===== src/rtl/core/psa_pkg.sv =====
// ----------------------------------------------------------------------------
// psa_pkg
// Shared widths, register indexes and controller/datapath interface types
// for the pressure sample averager.
// ----------------------------------------------------------------------------
package psa_pkg;

   localparam int ADC_BITS     = 12;
   localparam int MV_W         = ADC_BITS;
   localparam int TIME_W       = 32;
   localparam int FS_W         = 16;
   localparam int IVL_W        = 16;
   localparam int BLEN_W       = 7;
   localparam int WSIZE_W      = 6;
   localparam int KPA_W        = 18;
   localparam int SUM_W        = 18;
   localparam int TOTAL_W      = 24;
   localparam int PROD_W       = MV_W + 1 + FS_W + 1;
   localparam int WINDOW_DEPTH = 32;
   localparam int BURST_MAX    = 64;
   localparam int HEAD_W       = $clog2(WINDOW_DEPTH);

   localparam int DIV_NUM_W    = 29;
   localparam int DIV_DEN_W    = 12;
   localparam int DIV_CNT_W    = $clog2(DIV_NUM_W);

   localparam int CSR_IDX_W    = 3;
   localparam int CSR_DATA_W   = 16;

   localparam logic [CSR_IDX_W-1:0] CSR_SENSOR_MIN  = 3'd0;
   localparam logic [CSR_IDX_W-1:0] CSR_SENSOR_MAX  = 3'd1;
   localparam logic [CSR_IDX_W-1:0] CSR_FULL_SCALE  = 3'd2;
   localparam logic [CSR_IDX_W-1:0] CSR_INTERVAL    = 3'd3;
   localparam logic [CSR_IDX_W-1:0] CSR_BURST_LEN   = 3'd4;
   localparam logic [CSR_IDX_W-1:0] CSR_WINDOW_SIZE = 3'd5;

   localparam logic [MV_W-1:0]    RST_SENSOR_MIN  = 12'd500;
   localparam logic [MV_W-1:0]    RST_SENSOR_MAX  = 12'd3000;
   localparam logic [FS_W-1:0]    RST_FULL_SCALE  = 16'd1200;
   localparam logic [IVL_W-1:0]   RST_INTERVAL    = 16'd1000;
   localparam logic [BLEN_W-1:0]  RST_BURST_LEN   = 7'd16;
   localparam logic [WSIZE_W-1:0] RST_WINDOW_SIZE = 6'd8;

   // saturation limits of the signed kPa value, as magnitudes
   localparam logic [DIV_NUM_W-1:0] KPA_POS_LIMIT = DIV_NUM_W'((1 << (KPA_W - 1)) - 1);
   localparam logic [DIV_NUM_W-1:0] KPA_NEG_LIMIT = DIV_NUM_W'(1 << (KPA_W - 1));

   typedef enum logic [1:0] {
      DIV_MEAN = 2'd0,
      DIV_KPA  = 2'd1,
      DIV_AVG  = 2'd2
   } div_sel_type;

   typedef struct packed {
      logic        cfg_write;
      logic        load_in;
      logic        accum;
      logic        div_start;
      div_sel_type div_sel;
      logic        mean_load;
      logic        kpa_mul;
      logic        kpa_load;
      logic        push;
      logic        avg_load;
      logic        out_load;
   } cmd_type;

   typedef struct packed {
      logic complete;
      logic div_done;
   } sts_type;

endpackage


===== src/rtl/core/psa_div.sv =====
// ----------------------------------------------------------------------------
// psa_div
// Unsigned restoring divider, one quotient bit per cycle.
// ----------------------------------------------------------------------------
module psa_div (
   input  logic                           clock,
   input  logic                           reset,
   input  logic                           start,
   input  logic [psa_pkg::DIV_NUM_W-1:0]  numer,
   input  logic [psa_pkg::DIV_DEN_W-1:0]  denom,
   output logic [psa_pkg::DIV_NUM_W-1:0]  quotient,
   output logic                           done
);
   import psa_pkg::*;

   logic                  busy_ff, busy_in;
   logic                  done_ff, done_in;
   logic [DIV_CNT_W-1:0]  cnt_ff, cnt_in;
   logic [DIV_NUM_W-1:0]  quo_ff, quo_in;
   logic [DIV_DEN_W-1:0]  rem_ff, rem_in;
   logic [DIV_DEN_W-1:0]  den_ff, den_in;
   logic [DIV_DEN_W:0]    trial;
   logic [DIV_DEN_W:0]    diff;
   logic                  fits;

   assign trial = {rem_ff, quo_ff[DIV_NUM_W-1]};
   assign diff  = trial - {1'b0, den_ff};
   assign fits  = (trial >= {1'b0, den_ff});

   always_comb begin
      busy_in = busy_ff;
      done_in = 1'b0;
      cnt_in  = cnt_ff;
      quo_in  = quo_ff;
      rem_in  = rem_ff;
      den_in  = den_ff;
      if (start) begin
         busy_in = 1'b1;
         cnt_in  = DIV_CNT_W'(DIV_NUM_W - 1);
         quo_in  = numer;
         rem_in  = '0;
         den_in  = denom;
      end else if (busy_ff) begin
         rem_in = fits ? diff[DIV_DEN_W-1:0] : trial[DIV_DEN_W-1:0];
         quo_in = {quo_ff[DIV_NUM_W-2:0], fits};
         cnt_in = cnt_ff - DIV_CNT_W'(1);
         if (cnt_ff == '0) begin
            busy_in = 1'b0;
            done_in = 1'b1;
         end
      end
   end

   always_ff @(posedge clock) begin
      if (reset) begin
         busy_ff <= 1'b0;
         done_ff <= 1'b0;
         cnt_ff  <= '0;
      end else begin
         busy_ff <= busy_in;
         done_ff <= done_in;
         cnt_ff  <= cnt_in;
      end
      quo_ff <= quo_in;
      rem_ff <= rem_in;
      den_ff <= den_in;
   end

   assign quotient = quo_ff;
   assign done     = done_ff;

endmodule


===== src/rtl/core/psa_datapath.sv =====
// ----------------------------------------------------------------------------
// psa_datapath
// Configuration registers, burst accumulator, kPa scaling, moving window
// and result register, driven by commands from the controller.
// ----------------------------------------------------------------------------
module psa_datapath (
   input  logic                                clock,
   input  logic                                reset,
   input  psa_pkg::cmd_type                    cmd,
   output psa_pkg::sts_type                    sts,
   input  logic [psa_pkg::CSR_IDX_W-1:0]       csr_index,
   input  logic [psa_pkg::CSR_DATA_W-1:0]      csr_wdata,
   input  logic [psa_pkg::MV_W-1:0]            req_reading_mv,
   input  logic [psa_pkg::TIME_W-1:0]          req_now_ms,
   output logic [psa_pkg::MV_W-1:0]            rsp_last_mean_mv,
   output logic signed [psa_pkg::KPA_W-1:0]    rsp_average_kpa,
   output logic                                rsp_have_measure,
   output logic                                rsp_burst_done,
   output logic                                rsp_in_burst
);
   import psa_pkg::*;

   // configuration
   logic [MV_W-1:0]     min_ff, min_in;
   logic [MV_W-1:0]     max_ff, max_in;
   logic [FS_W-1:0]     fs_ff, fs_in;
   logic [IVL_W-1:0]    ivl_ff, ivl_in;
   logic [BLEN_W-1:0]   blen_ff, blen_in;
   logic [WSIZE_W-1:0]  wsize_ff, wsize_in;

   // captured item
   logic [MV_W-1:0]     rd_ff, rd_in;
   logic [TIME_W-1:0]   now_ff, now_in;

   // burst state
   logic [SUM_W-1:0]    sum_ff, sum_in;
   logic [BLEN_W-1:0]   taken_ff, taken_in;
   logic                coll_ff, coll_in;
   logic [TIME_W-1:0]   start_ff, start_in;
   logic                have_ff, have_in;
   logic [MV_W-1:0]     mean_ff, mean_in;
   logic                done_ff, done_in;

   // scaling and window
   logic signed [PROD_W-1:0]  prod_ff, prod_in;
   logic [MV_W-1:0]           span_ff, span_in;
   logic signed [KPA_W-1:0]   kpa_ff, kpa_in;
   logic signed [KPA_W-1:0]   old_ff;
   logic [HEAD_W-1:0]         head_ff, head_in;
   logic [WSIZE_W-1:0]        fill_ff, fill_in;
   logic signed [TOTAL_W-1:0] total_ff, total_in;
   logic signed [KPA_W-1:0]   avg_ff, avg_in;
   logic signed [KPA_W-1:0]   store_mem [WINDOW_DEPTH];

   // result register
   logic [MV_W-1:0]           out_mean_ff, out_mean_in;
   logic signed [KPA_W-1:0]   out_avg_ff, out_avg_in;
   logic                      out_have_ff, out_have_in;
   logic                      out_done_ff, out_done_in;
   logic                      out_coll_ff, out_coll_in;

   // combinational helpers
   logic [TIME_W-1:0]         elapsed;
   logic                      start_burst;
   logic                      active;
   logic [SUM_W-1:0]          sum_new;
   logic [BLEN_W-1:0]         taken_new;
   logic [BLEN_W-1:0]         burst_eff;
   logic [WSIZE_W-1:0]        window_eff;
   logic signed [MV_W:0]      diff_mv;
   logic [PROD_W-1:0]         prod_abs;
   logic [TOTAL_W-1:0]        total_abs;
   logic [WSIZE_W-1:0]        head_step;
   logic signed [TOTAL_W-1:0] kpa_ext;
   logic signed [TOTAL_W-1:0] old_ext;
   logic [DIV_NUM_W-1:0]      div_numer;
   logic [DIV_DEN_W-1:0]      div_denom;
   logic [DIV_NUM_W-1:0]      quotient;
   logic                      div_done;

   assign elapsed     = now_ff - start_ff;
   assign start_burst = !coll_ff && (!have_ff || (elapsed >= TIME_W'(ivl_ff)));
   assign active      = coll_ff || start_burst;
   assign sum_new     = (start_burst ? '0 : sum_ff) + SUM_W'(rd_ff);
   assign taken_new   = (start_burst ? '0 : taken_ff) + BLEN_W'(1);

   always_comb begin
      if (blen_ff == '0)
         burst_eff = BLEN_W'(1);
      else if (blen_ff > BLEN_W'(BURST_MAX))
         burst_eff = BLEN_W'(BURST_MAX);
      else
         burst_eff = blen_ff;
      if (wsize_ff == '0)
         window_eff = WSIZE_W'(1);
      else if (wsize_ff > WSIZE_W'(WINDOW_DEPTH))
         window_eff = WSIZE_W'(WINDOW_DEPTH);
      else
         window_eff = wsize_ff;
   end

   assign diff_mv   = $signed({1'b0, mean_ff}) - $signed({1'b0, min_ff});
   assign prod_abs  = prod_ff[PROD_W-1] ? PROD_W'(-prod_ff) : PROD_W'(prod_ff);
   assign total_abs = total_ff[TOTAL_W-1] ? TOTAL_W'(-total_ff) : TOTAL_W'(total_ff);
   assign head_step = WSIZE_W'(head_ff) + WSIZE_W'(1);
   assign kpa_ext   = $signed({{(TOTAL_W-KPA_W){kpa_ff[KPA_W-1]}}, kpa_ff});
   assign old_ext   = $signed({{(TOTAL_W-KPA_W){old_ff[KPA_W-1]}}, old_ff});

   // operand select for the shared divider; every division rounds half up
   // on a magnitude
   always_comb begin
      unique case (cmd.div_sel)
         DIV_MEAN: begin
            div_numer = DIV_NUM_W'(sum_ff) + DIV_NUM_W'(taken_ff >> 1);
            div_denom = DIV_DEN_W'(taken_ff);
         end
         DIV_KPA: begin
            div_numer = prod_abs[DIV_NUM_W-1:0] + DIV_NUM_W'(span_ff >> 1);
            div_denom = DIV_DEN_W'(span_ff);
         end
         DIV_AVG: begin
            div_numer = DIV_NUM_W'(total_abs) + DIV_NUM_W'(fill_ff >> 1);
            div_denom = DIV_DEN_W'(fill_ff);
         end
         default: begin
            div_numer = '0;
            div_denom = DIV_DEN_W'(1);
         end
      endcase
   end

   psa_div u_div (
      .clock    (clock),
      .reset    (reset),
      .start    (cmd.div_start),
      .numer    (div_numer),
      .denom    (div_denom),
      .quotient (quotient),
      .done     (div_done)
   );

   assign sts.complete = active && (taken_new >= burst_eff);
   assign sts.div_done = div_done;

   always_comb begin
      min_in      = min_ff;
      max_in      = max_ff;
      fs_in       = fs_ff;
      ivl_in      = ivl_ff;
      blen_in     = blen_ff;
      wsize_in    = wsize_ff;
      rd_in       = rd_ff;
      now_in      = now_ff;
      sum_in      = sum_ff;
      taken_in    = taken_ff;
      coll_in     = coll_ff;
      start_in    = start_ff;
      have_in     = have_ff;
      mean_in     = mean_ff;
      done_in     = done_ff;
      prod_in     = prod_ff;
      span_in     = span_ff;
      kpa_in      = kpa_ff;
      head_in     = head_ff;
      fill_in     = fill_ff;
      total_in    = total_ff;
      avg_in      = avg_ff;
      out_mean_in = out_mean_ff;
      out_avg_in  = out_avg_ff;
      out_have_in = out_have_ff;
      out_done_in = out_done_ff;
      out_coll_in = out_coll_ff;

      if (cmd.cfg_write) begin
         unique case (csr_index)
            CSR_SENSOR_MIN:  min_in  = csr_wdata[MV_W-1:0];
            CSR_SENSOR_MAX:  max_in  = csr_wdata[MV_W-1:0];
            CSR_FULL_SCALE:  fs_in   = csr_wdata[FS_W-1:0];
            CSR_INTERVAL:    ivl_in  = csr_wdata[IVL_W-1:0];
            CSR_BURST_LEN:   blen_in = csr_wdata[BLEN_W-1:0];
            CSR_WINDOW_SIZE: begin
               // new window size empties the window
               wsize_in = csr_wdata[WSIZE_W-1:0];
               head_in  = '0;
               fill_in  = '0;
               total_in = '0;
               avg_in   = '0;
            end
            default: ;
         endcase
      end

      if (cmd.load_in) begin
         rd_in  = req_reading_mv;
         now_in = req_now_ms;
      end

      if (cmd.accum) begin
         done_in = 1'b0;
         if (active) begin
            sum_in   = sum_new;
            taken_in = taken_new;
            coll_in  = 1'b1;
         end
         if (start_burst)
            start_in = now_ff;
      end

      if (cmd.mean_load) begin
         mean_in  = quotient[MV_W-1:0];
         have_in  = 1'b1;
         coll_in  = 1'b0;
         sum_in   = '0;
         taken_in = '0;
         done_in  = 1'b1;
      end

      if (cmd.kpa_mul) begin
         prod_in = diff_mv * $signed({1'b0, fs_ff});
         span_in = (max_ff > min_ff) ? (max_ff - min_ff) : MV_W'(1);
      end

      if (cmd.kpa_load) begin
         if (prod_ff[PROD_W-1]) begin
            if (quotient > KPA_NEG_LIMIT)
               kpa_in = $signed(KPA_NEG_LIMIT[KPA_W-1:0]);
            else
               kpa_in = -$signed(quotient[KPA_W-1:0]);
         end else begin
            if (quotient > KPA_POS_LIMIT)
               kpa_in = $signed(KPA_POS_LIMIT[KPA_W-1:0]);
            else
               kpa_in = $signed(quotient[KPA_W-1:0]);
         end
      end

      if (cmd.push) begin
         if (fill_ff < window_eff) begin
            total_in = total_ff + kpa_ext;
            fill_in  = fill_ff + WSIZE_W'(1);
         end else begin
            // window full: replace the oldest entry
            total_in = total_ff + kpa_ext - old_ext;
         end
         head_in = (head_step >= window_eff) ? '0 : head_step[HEAD_W-1:0];
      end

      if (cmd.avg_load) begin
         if (total_ff[TOTAL_W-1])
            avg_in = -$signed(quotient[KPA_W-1:0]);
         else
            avg_in = $signed(quotient[KPA_W-1:0]);
      end

      if (cmd.out_load) begin
         out_mean_in = mean_ff;
         out_avg_in  = avg_ff;
         out_have_in = have_ff;
         out_done_in = done_ff;
         out_coll_in = coll_ff;
      end
   end

   always_ff @(posedge clock) begin
      if (reset) begin
         min_ff   <= RST_SENSOR_MIN;
         max_ff   <= RST_SENSOR_MAX;
         fs_ff    <= RST_FULL_SCALE;
         ivl_ff   <= RST_INTERVAL;
         blen_ff  <= RST_BURST_LEN;
         wsize_ff <= RST_WINDOW_SIZE;
         sum_ff   <= '0;
         taken_ff <= '0;
         coll_ff  <= 1'b0;
         start_ff <= '0;
         have_ff  <= 1'b0;
         mean_ff  <= '0;
         done_ff  <= 1'b0;
         head_ff  <= '0;
         fill_ff  <= '0;
         total_ff <= '0;
         avg_ff   <= '0;
      end else begin
         min_ff   <= min_in;
         max_ff   <= max_in;
         fs_ff    <= fs_in;
         ivl_ff   <= ivl_in;
         blen_ff  <= blen_in;
         wsize_ff <= wsize_in;
         sum_ff   <= sum_in;
         taken_ff <= taken_in;
         coll_ff  <= coll_in;
         start_ff <= start_in;
         have_ff  <= have_in;
         mean_ff  <= mean_in;
         done_ff  <= done_in;
         head_ff  <= head_in;
         fill_ff  <= fill_in;
         total_ff <= total_in;
         avg_ff   <= avg_in;
      end
      rd_ff       <= rd_in;
      now_ff      <= now_in;
      prod_ff     <= prod_in;
      span_ff     <= span_in;
      kpa_ff      <= kpa_in;
      out_mean_ff <= out_mean_in;
      out_avg_ff  <= out_avg_in;
      out_have_ff <= out_have_in;
      out_done_ff <= out_done_in;
      out_coll_ff <= out_coll_in;
   end

   // window ring: fetch the slot about to be overwritten, write on push
   always_ff @(posedge clock) begin
      if (cmd.kpa_mul)
         old_ff <= store_mem[head_ff];
      if (cmd.push)
         store_mem[head_ff] <= kpa_ff;
   end

   assign rsp_last_mean_mv = out_mean_ff;
   assign rsp_average_kpa  = out_avg_ff;
   assign rsp_have_measure = out_have_ff;
   assign rsp_burst_done   = out_done_ff;
   assign rsp_in_burst     = out_coll_ff;

endmodule


===== src/rtl/core/psa_ctrl.sv =====
// ----------------------------------------------------------------------------
// psa_ctrl
// Sequencer: takes one reading, steps the datapath through accumulate and, at
// burst end, mean, scaling, window update and average; hands the result over.
// ----------------------------------------------------------------------------
module psa_ctrl (
   input  logic              clock,
   input  logic              reset,
   input  logic              req_valid,
   output logic              req_stall,
   output logic              rsp_valid,
   input  logic              rsp_stall,
   input  logic              csr_valid,
   output logic              csr_ready,
   input  psa_pkg::sts_type  sts,
   output psa_pkg::cmd_type  cmd
);
   import psa_pkg::*;

   typedef enum logic [10:0] {
      ST_IDLE     = 11'b000_0000_0001,
      ST_ACCUM    = 11'b000_0000_0010,
      ST_MEAN_GO  = 11'b000_0000_0100,
      ST_MEAN_WT  = 11'b000_0000_1000,
      ST_KPA_MUL  = 11'b000_0001_0000,
      ST_KPA_GO   = 11'b000_0010_0000,
      ST_KPA_WT   = 11'b000_0100_0000,
      ST_PUSH     = 11'b000_1000_0000,
      ST_AVG_GO   = 11'b001_0000_0000,
      ST_AVG_WT   = 11'b010_0000_0000,
      ST_RESULT   = 11'b100_0000_0000
   } state_type;

   state_type state_ff, state_in;
   logic      rsp_valid_ff, rsp_valid_in;
   logic      out_free;

   assign out_free = !rsp_valid_ff || !rsp_stall;

   always_comb begin
      state_in = state_ff;
      cmd      = '0;
      cmd.div_sel = DIV_MEAN;
      unique case (state_ff)
         ST_IDLE: begin
            cmd.cfg_write = csr_valid;
            if (req_valid) begin
               cmd.load_in = 1'b1;
               state_in    = ST_ACCUM;
            end
         end
         ST_ACCUM: begin
            cmd.accum = 1'b1;
            state_in  = sts.complete ? ST_MEAN_GO : ST_RESULT;
         end
         ST_MEAN_GO: begin
            cmd.div_start = 1'b1;
            cmd.div_sel   = DIV_MEAN;
            state_in      = ST_MEAN_WT;
         end
         ST_MEAN_WT: begin
            if (sts.div_done) begin
               cmd.mean_load = 1'b1;
               state_in      = ST_KPA_MUL;
            end
         end
         ST_KPA_MUL: begin
            cmd.kpa_mul = 1'b1;
            state_in    = ST_KPA_GO;
         end
         ST_KPA_GO: begin
            cmd.div_start = 1'b1;
            cmd.div_sel   = DIV_KPA;
            state_in      = ST_KPA_WT;
         end
         ST_KPA_WT: begin
            if (sts.div_done) begin
               cmd.kpa_load = 1'b1;
               state_in     = ST_PUSH;
            end
         end
         ST_PUSH: begin
            cmd.push = 1'b1;
            state_in = ST_AVG_GO;
         end
         ST_AVG_GO: begin
            cmd.div_start = 1'b1;
            cmd.div_sel   = DIV_AVG;
            state_in      = ST_AVG_WT;
         end
         ST_AVG_WT: begin
            if (sts.div_done) begin
               cmd.avg_load = 1'b1;
               state_in     = ST_RESULT;
            end
         end
         ST_RESULT: begin
            // hold until the result register is free
            if (out_free) begin
               cmd.out_load = 1'b1;
               state_in     = ST_IDLE;
            end
         end
         default: state_in = ST_IDLE;
      endcase
   end

   always_comb begin
      if (cmd.out_load)
         rsp_valid_in = 1'b1;
      else if (!rsp_stall)
         rsp_valid_in = 1'b0;
      else
         rsp_valid_in = rsp_valid_ff;
   end

   always_ff @(posedge clock) begin
      if (reset) begin
         state_ff     <= ST_IDLE;
         rsp_valid_ff <= 1'b0;
      end else begin
         state_ff     <= state_in;
         rsp_valid_ff <= rsp_valid_in;
      end
   end

   assign req_stall = (state_ff != ST_IDLE);
   assign csr_ready = (state_ff == ST_IDLE);
   assign rsp_valid = rsp_valid_ff;

endmodule


===== src/rtl/core/pressure_sample_averager.sv =====
// ----------------------------------------------------------------------------
// pressure_sample_averager
// Burst averaging of ADC readings with kPa scaling and a moving window.
// ----------------------------------------------------------------------------
// One reading is taken at a time. A reading that does not end a burst goes
// straight from accumulation to the result; a reading that ends a burst waits
// on the shared 29-bit divider (one quotient bit per cycle), which runs three
// times in a row: burst mean, kPa scaling and window average. A new reading is
// taken while the previous result still waits in the output register.
// Configuration writes are taken whenever no reading is in work; writing the
// window size empties the window.
module pressure_sample_averager (
   input  logic                                clock,
   input  logic                                reset,
   input  logic                                req_valid,
   output logic                                req_stall,
   input  logic [psa_pkg::MV_W-1:0]            req_reading_mv,
   input  logic [psa_pkg::TIME_W-1:0]          req_now_ms,
   output logic                                rsp_valid,
   input  logic                                rsp_stall,
   output logic [psa_pkg::MV_W-1:0]            rsp_last_mean_mv,
   output logic signed [psa_pkg::KPA_W-1:0]    rsp_average_kpa,
   output logic                                rsp_have_measure,
   output logic                                rsp_burst_done,
   output logic                                rsp_in_burst,
   input  logic                                csr_valid,
   output logic                                csr_ready,
   input  logic [psa_pkg::CSR_IDX_W-1:0]       csr_index,
   input  logic [psa_pkg::CSR_DATA_W-1:0]      csr_wdata
);
   import psa_pkg::*;

   cmd_type cmd;
   sts_type sts;

   psa_ctrl u_ctrl (
      .clock     (clock),
      .reset     (reset),
      .req_valid (req_valid),
      .req_stall (req_stall),
      .rsp_valid (rsp_valid),
      .rsp_stall (rsp_stall),
      .csr_valid (csr_valid),
      .csr_ready (csr_ready),
      .sts       (sts),
      .cmd       (cmd)
   );

   psa_datapath u_dp (
      .clock            (clock),
      .reset            (reset),
      .cmd              (cmd),
      .sts              (sts),
      .csr_index        (csr_index),
      .csr_wdata        (csr_wdata),
      .req_reading_mv   (req_reading_mv),
      .req_now_ms       (req_now_ms),
      .rsp_last_mean_mv (rsp_last_mean_mv),
      .rsp_average_kpa  (rsp_average_kpa),
      .rsp_have_measure (rsp_have_measure),
      .rsp_burst_done   (rsp_burst_done),
      .rsp_in_burst     (rsp_in_burst)
   );

endmodule


===== config.mk =====
export PLATFORM = sky130hd
export DESIGN_NAME = pressure_sample_averager
export DESIGN_NICKNAME = d
export VERILOG_FILES = /design/src/rtl/core/psa_pkg.sv /design/src/rtl/core/psa_div.sv /design/src/rtl/core/psa_datapath.sv /design/src/rtl/core/psa_ctrl.sv /design/src/rtl/core/pressure_sample_averager.sv
export SDC_FILE = /design/constraint.sdc
export NUM_CORES = 2
export LEC_CHECK = 0
export ABC_AREA = 1
export BUFFER_PORTS_ARGS = -buffer_cell sky130_fd_sc_hd__buf_2
export CAP_MARGIN = 30
export CORE_ASPECT_RATIO = 0.8
export CORE_MARGIN = 10
export CORE_UTILIZATION = 64
export DETAILED_ROUTE_END_ITERATION = 16
export GPL_TIMING_DRIVEN = 0
export MAX_ROUTING_LAYER = met4
export PLACE_DENSITY = 0.82
export SYNTH_ARGS = -nofsm -noshare
export SYNTH_HDL_FRONTEND = slang
export SYNTH_SLANG_ARGS = --single-unit

===== constraint.sdc =====
create_clock -name clock -period 9.35 [get_ports clock]
set_input_delay 0.935 -clock clock [delete_from_list [all_inputs] [get_ports clock]]
set_output_delay 0.935 -clock clock [all_outputs]
set_load 0.05 [all_outputs]

Yosys cells after proc, flatten, opt, wreduce, memory -nomap -nowiden:

Memory sizes are Yosys's and may differ from the RTL's. A register that Yosys moved wholly into a read port is not among the register bits.
Cells that the tools add are included.
Widths: inputs -> output; s select.

* $mul: 1
* bitwise gates (word level): 1
* reduce and logical (&&, ||, !) cells: 34
* div/mod/pow operators: 0
* shift-type cells: 0
* equality and inequality tests: 25
* $add $sub $neg: 17
* muxes and demuxes: 63
* magnitude comparators: 10

Operator list (count)
* $mux 18: 8
* $pmux 11 s11: 1
* $mux 24: 5
* $mux 29: 3
* $pmux 29 s3: 1
* $mux 11: 6
* $mux 6: 6
* $pmux 12 s3: 1
* $ge 32x16->1: 1
* $sub 32x32->32: 1
* $mul 13x17->30: 1
* $mux 5: 6
* $add 29x11->29: 1
* $gt 29x17->1 const B: 1
* $gt 29x18->1 const B: 1
* $neg 29->29: 1
* $add 24x5->25: 1
* $add 24x18->24: 1
* $neg 24->24: 1
* $sub 12x12->12: 2
* $sub 24x18->24: 1
* $mux 7: 3
* $mux 1: 20
* $reduce_and 2->1: 10
* 50 further kinds: 68

* output and inout bits: 36
* memories: 1
* RAM bits: 576
* input bits: 68
* latch bits: 0
* logic and storage cells: 188
* register bits after elaboration: 403
* ROM bits: 0

Memories
* u_dp.store_mem: depth 32, bits a word 18, rd ports 1, clocked after Yosys merged registers in 1, write ports 1, RTL line psa_datapath.sv:53 `logic signed [KPA_W-1:0] store_mem [WINDOW_DEPTH];`

Depth between registers and ports, before layout:

* depth after elaboration: 10
* depth in mapped cells: 45
* mapped depth without buffers: 44

Modules after synthesis:

Synthesis repeated with hierarchy kept, for this count alone.

* cells, all modules: 6007
* area total of the unflattened synthesis: 56196.4 um2

Modules (own cells, without submodules)
* psa_datapath: cells an instance 5466, times used 1, area each 52103.7 um2, sequential area each 25834.8 um2
* psa_div: cells an instance 411, times used 1, area each 3284.4 um2, sequential area each 1611.5 um2
* psa_ctrl: cells an instance 130, times used 1, area each 808.3 um2, sequential area each 240.2 um2

Worst setup path before layout:

Ideal clock, no wire load.

* path kind: register to register
* from: reg u_dp.min_ff[2]
* to: reg u_dp.prod_ff[27], data pin
* arrival time: 7.029 ns
* data required time: 9.086 ns
* clock period less this slack: 7.293 ns
* cell stages (with the launch flop): 39
* setup time: 0.264 ns
* setup slack: 2.057 ns
* path through: dfxtp_1 -> inv_1 -> ha_1 -> a21oi_1 -> o21ai_0 -> a21oi_1 -> o21ai_0 -> nand2_1 -> nand2_1 -> a21oi_1 -> o21ai_0 -> nand2_1 -> nand2_1 -> a21oi_1 -> inv_1 -> or2_2 -> nand2_2 -> inv_1 -> [3 not listed] -> inv_1 -> fa_1 -> fa_1 -> fa_1 -> inv_1 -> fa_1 -> inv_1 -> ha_1 -> a21oi_1 -> nor2_1 -> nor2_1 -> o221ai_1 -> nor2_1 -> nor3_1 -> nor2_1 -> o21ai_0 -> a31oi_1 -> xor2_1

* longest elaborated chain between the ends: 2

Ends and longest elaborated chain
* from (decl): RTL line psa_datapath.sv:24 `logic [MV_W-1:0] min_ff, min_in;`
* from (signal assigned): RTL line psa_datapath.sv:284 `min_ff <= min_in;`
* $sub 12x12->13: RTL line psa_datapath.sv:102 `assign diff_mv = $signed({1'b0, mean_ff}) - $signed({1'b0, min_ff});`
* $mul 13x17->30: RTL line psa_datapath.sv:219 `prod_in = diff_mv * $signed({1'b0, fs_ff});`
* to (signal assigned): RTL line psa_datapath.sv:304 `prod_ff <= prod_in;`
* to (decl): RTL line psa_datapath.sv:45 `logic signed [PROD_W-1:0] prod_ff, prod_in;`

No other way between the ends.
A chain may end at the register's enable or synchronous reset.

Worst setup path in the final report:

* from: reg u_dp.min_ff[1]
* to: reg u_dp.prod_ff[27], data pin

The elaborated chain is that of the path after synthesis.

==> results_dict.tcl <==
set metrics [dict create \
    async_reset_ff_frac 0 \
    fin_tns_setup_ns 0 \
    routed_via_density 6.27 \
    die_h_um 284 \
    seqCellArea_sq_um 27700 \
    tightest_slew_ns 1.32 \
    place_congestion 1.05 \
    crit_top_cell "nand2_1" \
    numCtsBuffers 95 \
    nets 6700 \
    m1WireLength_um 68100 \
    swShare 0.261 \
    grt_pass1_vias 43400 \
    min_delay_path_depth 1 \
    dp_cells 7191 \
    grt_setup_unrepaired "no" \
    clock-root-buffer "clkbuf_16" \
    final.period_utilization 0.911 \
    initial_core_util 0.647 \
    rows 96 \
    switchingPower_mw 2.69 \
    synth_top_cell_by_area "edfxtp_1" \
    path_max_fanout 10 \
    hold_end "u_dp.now_ff[5]$_DFFE_PP_" \
    r2r_cells 36 \
    worstPathArrival_ns 8.92 \
    intPower_mw 7.62 \
    r2r-end "u_dp.prod_ff[27]$_DFFE_PP_" \
    hp-start "req_now_ms[5]" \
    layout_commonest_cell "nand2_1" \
    r2r_setup_slack_ns 0.83 \
    netlist_instances 5902 \
    clkPwrFrac 0.395 \
    wl_met2_um 69400 \
    syn2layout_area_growth_pct 11.9 \
    startpoint_type "register" \
    cp_data_required_time_ns 9.75 \
    synth.ff_latch_count 997 \
    synth_edf_count 772 \
    clock_latency_ns 0.71 \
    clk_pin_slew_worst_paths_ns 0.06 \
    synthTopCellsByArea "edfxtp_1, dfxtp_1, ha_1" \
    timing.rr.start "u_dp.min_ff[1]$_SDFFE_PP0P_" \
    avgSynthCellArea_sq_um 9.41 \
    stdcell_count 7389 \
    first_pass_iters 9 \
    mappedNetlistArea_sq_um 55600 \
    placed_area_sq_um 58800 \
    power_frac_seq 0.469 \
    hold_path_class "in2reg" \
    stdcell_area_sq_um 62200 \
    dp_hpwl_um 128000 \
    dr_total_vias 46300 \
    die_area_sq_um 99100 \
    yosysWarnings 0 \
    routed.top_layer "met4" \
    synth-main-ff-cell "edfxtp_1" \
    critPathMaxStageDelay_ns 0.61 \
    fill_cells 6027 \
    clk_path_buf_depth 3 \
    post_cts_buffers 0 \
    drc 0 \
    drtAntennaViolNets 0 \
    die_w_um 349 \
    power.density_nw_per_um2 166 \
    routed_wl_um 171000 \
    path_class "reg2reg" \
    coreArea_sq_um 85900 \
    wire_per_inst_um 23.2 \
    max_freq_mhz 117 \
    ir_drop_mv 0.152 \
    grt_usage 0.345 \
    grt_max_degree 43 \
    grt_pass1_wl_um 256000 \
    synth_nets 6430 \
    outcome "complete, no violations" \
    end_kind "register" \
    yosysTopAreaCellShare 0.417 \
    slew_headroom 0.118 \
    drtIter0Drc 7503 \
    antenna_found_initial 4 \
    hold_buffers 0 \
    drv_slew 0 \
    fin_skew_ns 0.0667 \
    cp_slowest_cell "fa_1" \
    multiInputGateArea_sq_um 24300 \
    finalSetupViolations 0 \
    ios 104 \
    leakagePower_nw 25.3 \
    fin_util 0.724 \
    final_cell_mix "nand2_1, edfxtp_1, inv_1" \
    port_buffers 102 \
    cts_resized 0 \
    numClockSinks 997 \
    met3WireLength_um 28200 \
    finalHoldViolations 0 \
    drive_above_1_share 0.0747 \
    ys_types 63 \
    pwr-share-comb 0.136 \
    max_cap_violations 0 \
    h-tree-depth 3 \
    cts_tree "done" \
    overflow 0 \
    finalCriticalPeriod_ns 8.52 \
    ys_seq_area_frac 0.498 \
]
[metrics by stage]
| step | power (mW) | hold WS, ns | setup WS, ns |
|---|---|---|---|
| floorplan | 5.94 | 0.402 | 2.06 |
| finish | 10.3 | 0.417 | 0.830 |
| detailed placement | 6.31 | 0.420 | 1.02 |
| global placement | 6.27 | 0.417 | 1.11 |
| CTS | 10.3 | 0.388 | 0.923 |
| global route | 10.7 | 0.404 | 0.215 |
[synthesized netlist by cell type, types with 6 or more instances]
cell / n
xnor2_1: 36
a22o_1: 34
nand2_1: 975
nor2_1: 638
ha_1: 296
o21ai_0: 564
a21oi_1: 372
inv_2: 9
edfxtp_1: 772
o211ai_1: 59
inv_1: 723
a31oi_1: 13
nor4_1: 15
nand3_1: 163
nor3_1: 53
o22ai_1: 154
clkbuf_1: 192
dfxtp_1: 225
o221ai_1: 14
xor2_1: 136
o21a_1: 17
fa_1: 164
or2_2: 20
nor2_2: 18
nand4_1: 39
a221oi_1: 37
buf_2: 18
nand3b_1: 13
o21ai_1: 27
nand2_2: 12
buf_1: 6
o21bai_1: 16
clkinv_1: 10
[routing by layer]
layer / vias to the layer above / track usage
met1: 21800 / 0.486
met5: - / -
met2: 3359 / 0.462
li1: 20700 / -
met3: 503 / 0.126
met4: 0 / 0.100
[flip-flops by register name, indices dropped and copies added (netlist names), 24 cells and up]
name / cells
u_dp.prod_ff: 30
u_dp.start_ff: 32
u_dp.total_ff: 24
u_dp.now_ff: 32
u_dp.u_div.quotient: 29
u_dp.store_mem: 576
[critical path: cells and delay by family (launching register included)]
family	cells	cell delay (ns)
adder cells (fa/ha/maj)	8	3.83
AO/OA/AOI/OAI	8	1.50
flip-flops	1	0.43
XOR/XNOR	1	0.17
AND/OR/NAND/NOR	13	1.60
buffers and inverters	6	0.67
[how the worst max path moves through the flow]
stage                           startpoint                         end  slack (ns)
4_1_cts        u_dp.min_ff[1]$_SDFFE_PP0P_  u_dp.prod_ff[27]$_DFFE_PP_        0.92
3_3_place_gp   u_dp.min_ff[1]$_SDFFE_PP0P_  u_dp.prod_ff[27]$_DFFE_PP_        1.11
6_report       u_dp.min_ff[1]$_SDFFE_PP0P_  u_dp.prod_ff[27]$_DFFE_PP_        0.83
5_1_grt        u_dp.min_ff[1]$_SDFFE_PP0P_  u_dp.prod_ff[29]$_DFFE_PP_        0.22
2_1_floorplan  u_dp.min_ff[2]$_SDFFE_PP1P_  u_dp.prod_ff[27]$_DFFE_PP_        2.06
3_5_place_dp   u_dp.min_ff[1]$_SDFFE_PP0P_  u_dp.prod_ff[27]$_DFFE_PP_        1.02
[cells by family after synthesis]
| group | synth area share |
|---|---|
| and+or+nand+nor | 0.147 |
| buffers and inverters | 0.0663 |
| DFF | 0.498 |
| AOI/OAI and AO/OA | 0.135 |
| xor gates and xnor gates | 0.0282 |
| adders and majority gates | 0.126 |
[layout make-up]
class / instances / share of cell area
Timing Repair Buffer: 173 / 0.0290
Sequential cell: 997 / 0.445
Clock inverter: 54 / 0.0112
Tap cell: 1127 / 0.0227
Antenna cell: 7 / 0.000282
Inverter: 743 / 0.0449
Buffer: 223 / 0.0143
Multi-Input combinational cell: 3939 / 0.391
Clock buffer: 126 / 0.0416
[power groups by stage]
| stage | combinational, mW | clock [mW] | sequential [mW] |
|---|---|---|---|
| after floorplan | 1.02 | 0 | 4.92 |
| after global placement | 1.34 | 0 | 4.93 |
| after detailed placement | 1.38 | 0 | 4.93 |
| after CTS | 1.40 | 4.06 | 4.83 |
| after global routing | 1.59 | 4.24 | 4.83 |
| final | 1.41 | 4.07 | 4.83 |
(Power assumes the default switching activity.)
